===== config.mk =====
export PLATFORM = sky130hd
export DESIGN_NAME = aip_obuf
export DESIGN_NICKNAME = d
export VERILOG_FILES = /design/src/hdl/aip_pkg.sv /design/src/hdl/aip_obuf.sv
export SDC_FILE = /design/constraint.sdc
export NUM_CORES = 1
export LEC_CHECK = 0
export BUFFER_PORTS_ARGS = -buffer_cell sky130_fd_sc_hd__buf_4
export CELL_PAD_IN_SITES_DETAIL_PLACEMENT = 1
export CELL_PAD_IN_SITES_GLOBAL_PLACEMENT = 1
export CORE_UTILIZATION = 47
export CTS_CLUSTER_SIZE = 28
export DETAILED_ROUTE_END_ITERATION = 12
export PLACE_DENSITY_LB_ADDON = 0.3
export SYNTH_ARGS = -nofsm -noshare
export SYNTH_HDL_FRONTEND = slang
export SYNTH_SLANG_ARGS = --single-unit

===== constraint.sdc =====
create_clock -name clk_i -period 6.6 [get_ports clk_i]
set_input_delay 0.33 -clock clk_i [delete_from_list [all_inputs] [get_ports clk_i]]
set_output_delay 0.33 -clock clk_i [all_outputs]
set_load 0.01 [all_outputs]

===== src/hdl/aip_pkg.sv =====
// ----------------------------------------------------------------------------
// aip_pkg
// Shared widths, latencies, reset values, register codes and types of the
// four-point Aitken-Neville interpolator.
// ----------------------------------------------------------------------------
package aip_pkg;

  localparam int unsigned NUM_POINTS = 4;
  localparam int unsigned MAX_POINTS = 4;
  localparam int unsigned NP         = (NUM_POINTS < 2) ? 2 :
                                       ((NUM_POINTS > MAX_POINTS) ? MAX_POINTS : NUM_POINTS);
  localparam int unsigned NUM_LVL    = NP - 1;

  localparam int unsigned DATA_W     = 32;
  localparam int unsigned DEN_W      = DATA_W + 1;
  localparam int unsigned PROD_W     = 2 * DATA_W;
  localparam int unsigned CFG_IDX_W  = $clog2(2 * MAX_POINTS);

  localparam int unsigned DIV_STEPS  = 4;
  localparam int unsigned DIV_STAGES = DATA_W / DIV_STEPS;
  localparam int unsigned DIV_LAT    = DIV_STAGES + 2;
  localparam int unsigned PRE_LAT    = 4;
  localparam int unsigned COMB_LAT   = PRE_LAT + DIV_LAT;

  typedef logic signed [DATA_W-1:0] data_t;

  localparam data_t Q_MAX = {1'b0, {(DATA_W-1){1'b1}}};
  localparam data_t Q_MIN = {1'b1, {(DATA_W-1){1'b0}}};

  localparam data_t NODE_X_RST [MAX_POINTS] = '{
    32'sd65536, 32'sd131072, 32'sd196608, 32'sd262144
  };
  localparam data_t VALUE_Y_RST [MAX_POINTS] = '{
    32'sd65536, 32'sd92680, 32'sd113514, 32'sd131072
  };

  typedef enum logic [CFG_IDX_W-1:0] {
    REG_NODE_X0,
    REG_NODE_X1,
    REG_NODE_X2,
    REG_NODE_X3,
    REG_VALUE_Y0,
    REG_VALUE_Y1,
    REG_VALUE_Y2,
    REG_VALUE_Y3
  } cfg_reg_e;

  typedef struct packed {
    logic             neg;
    logic [DEN_W-1:0] mag;
  } den_t;

  typedef struct packed {
    data_t p;
    logic  sat;
  } comb_res_t;

  typedef struct packed {
    logic                     valid;
    logic                     clash;
    logic                     sat;
    logic [NP-1:0][DATA_W-1:0] d;
  } side_t;

  typedef struct packed {
    data_t y;
    logic  clash;
    logic  sat;
  } res_t;

endpackage


===== src/hdl/aip_obuf.sv =====
// ----------------------------------------------------------------------------
// aip_obuf
// Two-entry output queue: a registered head and a skid entry, so the
// pipeline keeps moving while a result waits to be taken.
// ----------------------------------------------------------------------------
module aip_obuf (
  input  logic          clk_i,
  input  logic          rst_ni,
  input  logic          push_i,
  input  aip_pkg::res_t data_i,
  output logic          space_o,
  output logic          valid_o,
  input  logic          ready_i,
  output aip_pkg::res_t data_o
);
  import aip_pkg::*;

  res_t head_q;
  res_t skid_q;
  logic head_v_q;
  logic skid_v_q;
  logic pop;

  assign pop = head_v_q & ready_i;

  always_ff @(posedge clk_i or negedge rst_ni) begin
    if (!rst_ni) begin
      head_v_q <= 1'b0;
      skid_v_q <= 1'b0;
    end else if (pop) begin
      if (skid_v_q) begin
        skid_v_q <= 1'b0;
      end else if (!push_i) begin
        head_v_q <= 1'b0;
      end
    end else if (push_i) begin
      if (head_v_q) begin
        skid_v_q <= 1'b1;
      end else begin
        head_v_q <= 1'b1;
      end
    end
  end

  always_ff @(posedge clk_i) begin
    if (pop) begin
      if (skid_v_q) begin
        head_q <= skid_q;
      end else if (push_i) begin
        head_q <= data_i;
      end
    end else if (push_i) begin
      if (head_v_q) begin
        skid_q <= data_i;
      end else begin
        head_q <= data_i;
      end
    end
  end

  assign space_o = ~skid_v_q;
  assign valid_o = head_v_q;
  assign data_o  = head_q;

`ifndef SYNTHESIS
  a_no_overflow: assert property (@(posedge clk_i) disable iff (!rst_ni)
    push_i |-> !skid_v_q)
    else $error("push into full output queue");

  a_skid_behind_head: assert property (@(posedge clk_i) disable iff (!rst_ni)
    skid_v_q |-> head_v_q)
    else $error("skid entry valid without head entry");

  a_skid_kept: assert property (@(posedge clk_i) disable iff (!rst_ni)
    skid_v_q && !pop |=> skid_v_q && $stable(skid_q))
    else $error("waiting transaction dropped from skid entry");
`endif

endmodule


---- Yosys cells after proc, flatten, opt, wreduce, memory -nomap -nowiden ----
Index checks and enable logic that the tools add are counted.
word-level totals
  flip-flop bits (word level) ............. 70
  input port bits ......................... 38
  word-level logic and storage cells ...... 33
cells by class
  eq/ne operators ......................... 3
  muxes and demuxes ....................... 12
  bitwise logic cells ..................... 3
  reductions and logical operators ........ 7
operators with widths
  operator              number
  $mux W34              5
  $reduce_and A3 Y1     3
  $mux W1               7
  $reduce_bool A2 Y1    3
  $ne A2 B2 Y1 const B  2
  $ne A2 B1 Y1 const B  1
  $not A1 Y1            2
  $reduce_and A2 Y1     1
  $and A1 B1 Y1         1

---- Depth between registers and ports, before layout ----
Gate-level depths: netlist of run 1.
  depth in word-level cells ............... 3
  gate-level depth with buffers ........... 4

---- Worst setup path before layout of run 1 ----
Ideal clock, no wire load.
  path type ............................... reg-to-reg
  start ................................... register head_v_q (netlist: valid_o)
  end ..................................... register head_q, in the netlist data_o[0] (enable)
  setup time .............................. 0.437 ns
  arrival ................................. 2.327 ns
  setup slack ............................. 3.837 ns
  stages on the path, launching flop included .. 4
  clock period less this slack ............ 2.763 ns
  cells stage by stage .................... dfrtp_1 > buf_2 > a21oi_1 > a21oi_1
on the way
  longest elaborated chain between the ends .. 3
RTL lines
  element                                                       line            source
  from (decl)                                                   aip_obuf.sv:20  logic head_v_q;
  from (signal assigned)                                        aip_obuf.sv:28  head_v_q <= 1'b0;
  from (signal assigned)                                        aip_obuf.sv:34  head_v_q <= 1'b0;
  from (signal assigned)                                        aip_obuf.sv:40  head_v_q <= 1'b1;
  $and A1 B1 Y1                                                 aip_obuf.sv:24  assign pop = head_v_q & ready_i;
  $ne A2 B1 Y1 (no line) or $reduce_bool A2 Y1 (tied branches)  -
  $reduce_and A3 Y1 (no line) *                                 -
  to (signal assigned)                                          aip_obuf.sv:48  head_q <= skid_q;
  to (signal assigned)                                          aip_obuf.sv:50  head_q <= data_i;
  to (signal assigned)                                          aip_obuf.sv:56  head_q <= data_i;
  to (decl)                                                     aip_obuf.sv:18  res_t head_q;
Every way passes the cells marked *; elsewhere a longest branch is shown, timed or not.
A chain may end at the register's enable or synchronous reset.

---- Worst setup path after layout of run 1 ----
  start ................................... register head_v_q (netlist: valid_o)
  end ..................................... register head_q, in the netlist data_o[29] (enable)
The elaborated chain is that of the path after synthesis.

==> flow_summary.ini, run 1 <==
[routing]
wire_per_inst_microns = 18.1
routed.top_layer = met4
routed_via_density = 4.90
met2_length_microns = 2690
drtIter0Drc = 91
drt-met1-wl_microns = 1970
wl_met3_microns = 267
drc_errors = 0
via_count = 1358
first_pass_iters = 4
finalWirelength_microns = 5000
antenna_left = 0

[grt]
grt_antenna_before_repair = 0
grt_max_degree = 35
grt.total_usage_pct = 18.1
grt_pass1_wl_microns = 7650
grt.overflow.total = 0
grt_pass1_vias = 1469

[placed_design]
place_area_sq_um = 3310
io_buffers = 73
routabilityCongestion = 0.673
dp_hpwl_microns = 3400

[setup_path]
end_kind = flop
worst_ep_arrival_time_ps = 1950
critPathMaxStageDelay_ps = 860
cp_top_family = compound AO/OA/AOI/OAI gates
critPathMaxFanout = 34
cp_num_buf_inv = 0
crit_chain = a21oi_1 -> a21oi_4
slowest_stage = a21oi_4
cp.required_ps = 6560
startpoint_type = flop
crit_type = reg -> reg

[finish]
fillers = 484
final_design_area_no_fill_sq_um = 3530
multi_input_comb_area_sq_um = 564
syn2layout_area_growth_pct = 31.2
antenna_cells = 0
fin_util_pct = 64.1
regArea_sq_um = 2090
fin_nets = 238
drive_gt1_share_pct = 60.5

[synth]
synth_area_leaders = edfxtp_1 76%, mux2_4 17%, dfrtp_1 1.9%, mux2_2 1.7%, buf_6 1.3%
synth_cells = 118
syn-mean-instance-area_sq_um = 22.8
synth-simple-area-share_pct = 1.12
yosysTopAreaCellShare_pct = 75.9
synthMuxAreaShare_pct = 18.4
synth_compound_area_share_pct = 1.02
synth_top_area_cell = edfxtp_1
synth.yosys.seq_area_share_pct = 77.7
syn_nets = 156
synthXorXnorAreaFrac_pct = 0
ys_seq_elements = 70
yosysUniqueCellTypes = 12
ys.warnings.count = 0
yosys.area_share.adder_pct = 0
synth_top_family_by_area = multiplexers
syn-cell-area_sq_um = 2690

[sta]
hold_violations = 0
period_minus_slack_ps = 1990
hold_ws_ps = 168
worst_pin_slew_ps = 1120
max_freq_ghz = 0.503
slew_violations = 0
setup_viol = 0
rsz0062_at_grt = no
skew_ps = 7.72
setup-tns-final_ps = 0
post-route-period-util_pct = 30.1
relSlewSlack_pct = 25.4

[clock_tree]
cts_buffers = 9
clk_path_buf_depth = 2
cts_resized = 0
clk_pin_slew_worst_paths_ps = 80
cts_root_buf = clkbuf_8
cts_sinks = 70
cts_tree = built
htreeDepth = 3
clk_latency_ps = 340
postCtsSetupRepairBufs = 0

[floorplanning]
die_x_microns = 77.7
placement_rows = 27
pin_count = 74
die-height_microns = 77.7
initial_core_util_pct = 48.9
die-area_sq_um = 6030
core_region_area_sq_um = 5510

[run]
cap_violations = 0

[hold_path]
hold_class = in -> reg

[power]
ir_worst_vdd_uv = 187
power_uw = 1040
powerDensity_nw_per_um2 = 295
cellLeakagePower_uw = 0.00146

[run_status]
status = complete, no violations
## path summary, 6_finish.rpt
check | start | endpoint | slack, ps | cells past startpoint
min in group asynchronous | rst_ni | valid_o | 310 | 2
max in group asynchronous | rst_ni | skid_v_q | 6210 | 2
setup / recovery | valid_o | data_o[29] | 4610 | 2
hold reg to reg | skid_q[19] | data_o[19] | 550 | 1
setup reg to reg | valid_o | data_o[29] | 4610 | 2
hold / removal | data_i[13] | skid_q[13] | 170 | 1
## through the flow
| stage | setup slack [ps] | std cells |
|---|---|---|
| 2_1_floorplan | 3840 | 118 |
| 3_3_place_gp | 4720 | 260 |
| 3_5_place_dp | 4590 | 260 |
| 4_1_cts | 4580 | 277 |
| 5_1_grt | 4500 | 277 |
| 6_report | 4610 | 277 |
## logic make-up (layout without fill, tap and decap cells)
logic type,Yosys count,after routing
DFF,70,70
muxes,34,34
buffers and inverters,6,93
AOI/OAI and AO/OA,5,5
and+or+nand+nor,3,3
## registers in the layout, indices dropped and copies added, names as in the netlist
register  count
skid_v_q      1
data_o       34
skid_q       34
valid_o       1
## cell usage after synthesis
library cell	count
a21o_1	1
a21oi_1	4
and3_1	1
buf_2	1
buf_6	3
dfrtp_1	2
edfxtp_1	68
inv_1	2
mux2_2	4
mux2_4	30
nand2b_1	1
nand3_4	1
## layout by cell type (no fill, tap or decap)
| cell | netlist | routed |
|---|---|---|
| clkinv_2 | 0 | 1 |
| clkbuf_8 | 0 | 9 |
| mux2_2 | 4 | 4 |
| bufinv_16 | 0 | 2 |
| buf_4 | 0 | 74 |
| dfrtp_1 | 2 | 2 |
| clkinv_1 | 0 | 1 |
| a21oi_1 | 4 | 3 |
| dlygate4sd3_1 | 0 | 1 |
| clkinvlp_4 | 0 | 1 |
| clkbuf_1 | 0 | 1 |
| a21oi_4 | 0 | 1 |
| nand3_4 | 1 | 1 |
| edfxtp_1 | 68 | 68 |
| and3_1 | 1 | 1 |
| mux2_4 | 30 | 30 |
| a21o_1 | 1 | 1 |
| inv_1 | 2 | 2 |
| nand2b_1 | 1 | 1 |
| inv_6 | 0 | 1 |
## per-layer routing
metal  track usage [%]  up-vias
li1                  -      626
met1              20.3      682
met2              30.6       43
met3              7.18        7
met4              7.36        0
met5                 0        -
## report_power, final
part | switching [uW] | leakage, uW | internal, uW | total (uW)
Combinational | 58.5 | 0.000686 | 74.0 | 133
Sequential | 12.5 | 0.000666 | 531 | 543
Clock | 155 | 0.000104 | 212 | 367
## area by class of cell
| cell class | count | share of cell area [%] |
|---|---|---|
| Clock inverter | 6 | 2.41 |
| Inverter | 2 | 0.213 |
| Timing Repair Buffer | 75 | 16.0 |
| Sequential cell | 70 | 59.2 |
| Multi-Input combinational cell | 42 | 16.0 |
| Clock buffer | 10 | 3.61 |
| Tap cell | 72 | 2.55 |
## worst reg2reg max path, cell delays in order (launching register included)
cell and delay [ps]:
dfrtp_1 540, a21oi_1 180, a21oi_4 860
## what timing repair did
action,CTS,global route
hold endpoints to repair,2,0
hold buffers,1,0
endpoints found under the setup margin,0,0
No activity file was read; power rests on OpenSTA's default activity.
==> inputs of run 2 (changes only) <==
- CORE_UTILIZATION: 47 -> 39
- clock period: 6.6 -> 1.8 ns (I/O delays scaled with it)
==> flow_summary.ini, run 2 (same netlist as run 1, synthesis figures left out) <==
[clock_tree]
cts_sinks = 70
clk_path_buf_depth = 2
cts_tree = built
postCtsSetupRepairBufs = 0
cts_buffers = 9
clk_pin_slew_worst_paths_ps = 70
htreeDepth = 3
cts_root_buf = clkbuf_8
cts_resized = 0
cts-hold-fix-buffers = 37
clk_latency_ps = 330

[routing]
wire_per_inst_microns = 17.4
routed_via_density = 4.74
finalWirelength_microns = 5590
via_count = 1526
antenna_left = 0
drc_errors = 0
drtIter0Drc = 85
first_pass_iters = 4

[sta]
hold_violations = 0
relSlewSlack_pct = 79.5
setup_viol = 0
slew_violations = 0
worst_pin_slew_ps = 307
period_minus_slack_ps = 1450
post-route-period-util_pct = 80.7
setup-tns-final_ps = 0
hold_ws_ps = 90.5
max_freq_ghz = 0.688
rsz0062_at_grt = no
skew_ps = 5.67

[setup_path]
cp.required_ps = 1880
end_kind = flop
critPathMaxFanout = 34
crit_type = reg -> reg
startpoint_type = flop
worst_ep_arrival_time_ps = 1530

[floorplanning]
placement_rows = 29
die-height_microns = 85.1
pin_count = 74
core_region_area_sq_um = 6490
die-area_sq_um = 7240
die_x_microns = 85.1
initial_core_util_pct = 41.4

[grt]
grt_pass1_vias = 1659
grt_antenna_before_repair = 0
grt.total_usage_pct = 16.2
grt_max_degree = 35
grt.overflow.total = 0
grt_pass1_wl_microns = 8570

[placed_design]
dp_hpwl_microns = 3500
io_buffers = 73
routabilityCongestion = 0.684

[power]
sw_frac_of_total_pct = 22.4
pwr-share-seq_pct = 53.0
cellLeakagePower_uw = 0.00163
power.share.clock_pct = 31.6
internal_power_uw = 2910
comb_power_share_pct = 15.4
powerDensity_nw_per_um2 = 956
ir_worst_vdd_uv = 451
switching_power_uw = 841

[run_status]
status = complete, no violations

[run]
cap_violations = 0

[finish]
layout_commonest_cell = buf_4
fin_nets = 278
syn2layout_area_growth_pct = 45.7
drive_gt1_share_pct = 52.2
antenna_cells = 0
fillers = 589
mostFrequentLayoutCells = 76 x buf_4, 68 x edfxtp_1, 37 x dlygate4sd3_1

[hold_path]
hold_class = in -> async
run 2: power groups by stage:
stage / clock network (uW) / logic (uW) / registers (uW)
2_1_floorplan: 0 / 220 / 2060
3_3_place_gp: 0 / 497 / 2020
3_5_place_dp: 0 / 516 / 2030
4_1_cts: 1210 / 584 / 1990
5_1_grt: 1270 / 616 / 2000
6_report: 1180 / 579 / 1990
run 2: area by class of cell:
cell class,instances,area [sq um],area share (%)
flip-flops and latches,70,2090,53.3
repair buffers,115,981,25.0
clock inverters,6,52.6,1.34
inverters,2,7.51,0.191
multi-input cells,42,566,14.4
clock buffers,10,128,3.25
well taps,77,96.3,2.46
run 2: stage by stage:
stage	cells	area [sq um]	util, %	setup WS [ps]	power [uW]
after CTS	322	3920	60.4	343	3790
after detailed placement	269	3370	51.9	358	2540
after floorplan	118	2700	-	101	2280
after global placement	269	3370	51.9	424	2510
final	322	3920	60.4	347	3750
after global routing	322	3920	60.4	301	3880
run 2: path summary, 6_finish.rpt:
kind / end / cells past startpoint / slack, ps / from
setup / recovery: data_o[33] / 3 / 350 / skid_v_q
max in group asynchronous: skid_v_q / 2 / 1620 / rst_ni
setup reg to reg: data_o[33] / 3 / 350 / skid_v_q
min in group clk_i: skid_q[3] / 2 / 480 / data_i[3]
hold / removal: valid_o / 2 / 90 / rst_ni
hold reg to reg: data_o[27] / 1 / 560 / skid_q[27]
run 2: metal layers:
metal / track usage [%] / up-vias / part of all wire, %
li1: - / 706 / -
met5: 0 / - / 0
met1: 18.4 / 764 / 40
met4: 7.55 / 0 / 1.9
met3: 3.50 / 12 / 3.6
met2: 29.0 / 44 / 54
run 2: worst max-delay path, stage by stage (launching register included):
cell and delay (ps):
dfrtp_1 460, nand3_4 100, buf_12 260, mux2_2 380
==> inputs of run 3 (changes only) <==
- CORE_UTILIZATION: 39 -> 43
- clock period: 1.8 -> 1.4 ns (I/O delays scaled with it)
==> flow_summary.ini, run 3 (same netlist as run 1, synthesis figures left out) <==
[floorplanning]
pin_count = 74
die-height_microns = 81.1
die_x_microns = 81.1
core_region_area_sq_um = 5990
die-area_sq_um = 6580
placement_rows = 28
initial_core_util_pct = 44.9

[routing]
wire_per_inst_microns = 18.2
via_count = 1538
finalWirelength_microns = 5880
routed_via_density = 4.76
drtIter0Drc = 107
drc_errors = 0
first_pass_iters = 4
antenna_left = 0

[grt]
grt_pass1_wl_microns = 9160
grt.total_usage_pct = 20.1
grt.overflow.total = 0
grt_max_degree = 20
grt_pass1_vias = 1748
grt_antenna_before_repair = 0

[finish]
layout_commonest_cell = buf_4
syn2layout_area_growth_pct = 50.9
antenna_cells = 0
fillers = 534
drive_gt1_share_pct = 53.6
regArea_sq_um = 2090
multi_input_comb_area_sq_um = 577
fin_nets = 281
mostFrequentLayoutCells = 75 x buf_4, 68 x edfxtp_1, 37 x dlygate4sd3_1
fin_cells = 323
fin_util_pct = 67.8

[clock_tree]
clk_latency_ps = 340
cts_resized = 0
clk_path_buf_depth = 2
cts_buffers = 9
cts-hold-fix-buffers = 37
cts_tree = built
htreeDepth = 3
clk_pin_slew_worst_paths_ps = 70
cts_root_buf = clkbuf_8
postCtsSetupRepairBufs = 0
cts_sinks = 70

[placed_design]
dp_hpwl_microns = 3780
dp.cells = 270
dpl_worst_slack_ps = 59.9
routabilityCongestion = 0.705
io_buffers = 73

[setup_path]
worst-r2r-cell-count = 3
startpoint_type = input port
critPathLaunch = ready_i
critPathMaxFanout = 15
r2r-start = valid_o
crit_type = in -> reg
worstReg2RegEnd = data_o[25]
end_kind = flop
worst_ep_arrival_time_ps = 1440
r2r_slack_ps = 60
cp.required_ps = 1480

[sta]
hold_violations = 0
period_minus_slack_ps = 1350
skew_ps = 10.7
relSlewSlack_pct = 86.8
rsz0062_at_grt = no
hold_ws_ps = 49.9
max_freq_ghz = 0.740
slew_violations = 0
setup_viol = 0
worst_pin_slew_ps = 197
post-route-period-util_pct = 96.5
finalWorstSetupSlack_ps = 48.9

[run_status]
status = complete, no violations

[power]
cellLeakagePower_uw = 0.00168
power_uw = 5290
powerDensity_nw_per_um2 = 1300
ir_worst_vdd_uv = 697

[hold_path]
hold_class = in -> async

[run]
cap_violations = 0
==> run 3: cell count changes in the layout (fill, tap and decap cells not counted) <==
cell,before,now
buf_12,2,6
clkinv_2,3,0
bufinv_16,1,3
a21oi_1,3,2
a21oi_4,1,2
buf_4,76,75
clkinv_1,2,1
clkinv_4,0,1
clkinvlp_4,0,1
==> run 3: how the worst max path moves through the flow <==
stage	end	slack, ps	depth (start not counted)
floorplan	data_o[0]	-200	3
global placement	data_o[15]	110	4
detailed placement	skid_q[11]	60	3
CTS	skid_q[12]	50	3
global route	data_o[25]	30	3
finish	data_o[25]	50	5
==> run 3: critical path, cell delays in order <==
cell and delay (ps):
dlygate4sd3_1 540, buf_4 160, nand3_4 140, buf_12 190
mux2_4 320
==> run 3: area by class of cell <==
cell class                      count  share of cell area (%)
Clock buffer                       10                    3.14
Timing Repair Buffer              118                    25.9
Clock inverter                      6                    2.71
Sequential cell                    70                    51.5
Inverter                            2                   0.185
Multi-Input combinational cell     42                    14.2
Tap cell                           75                    2.31
==> run 3: per-stage QoR <==
step	TNS (ps)	instance area (sq um)
global placement	0	3450
global route	0	4060
detailed placement	0	3450
finish	0	4060
CTS	0	4060
floorplan	-9460	2730
==> run 3: power breakdown <==
part,internal [uW],switching (uW)
sequential,2500,54.5
clock,1180,752
combinational,476,330
==> run 3: per-layer routing <==
| layer | vias to the layer above | part of all wire [%] | wire length (microns) | global-route usage, % |
|---|---|---|---|---|
| met3 | 12 | 4.1 | 239 | 5.73 |
| li1 | 710 | - | - | - |
| met2 | 53 | 54 | 3190 | 36.0 |
| met4 | 0 | 1.9 | 113 | 8.39 |
| met5 | - | 0 | 0 | 0 |
| met1 | 763 | 40 | 2330 | 22.2 |
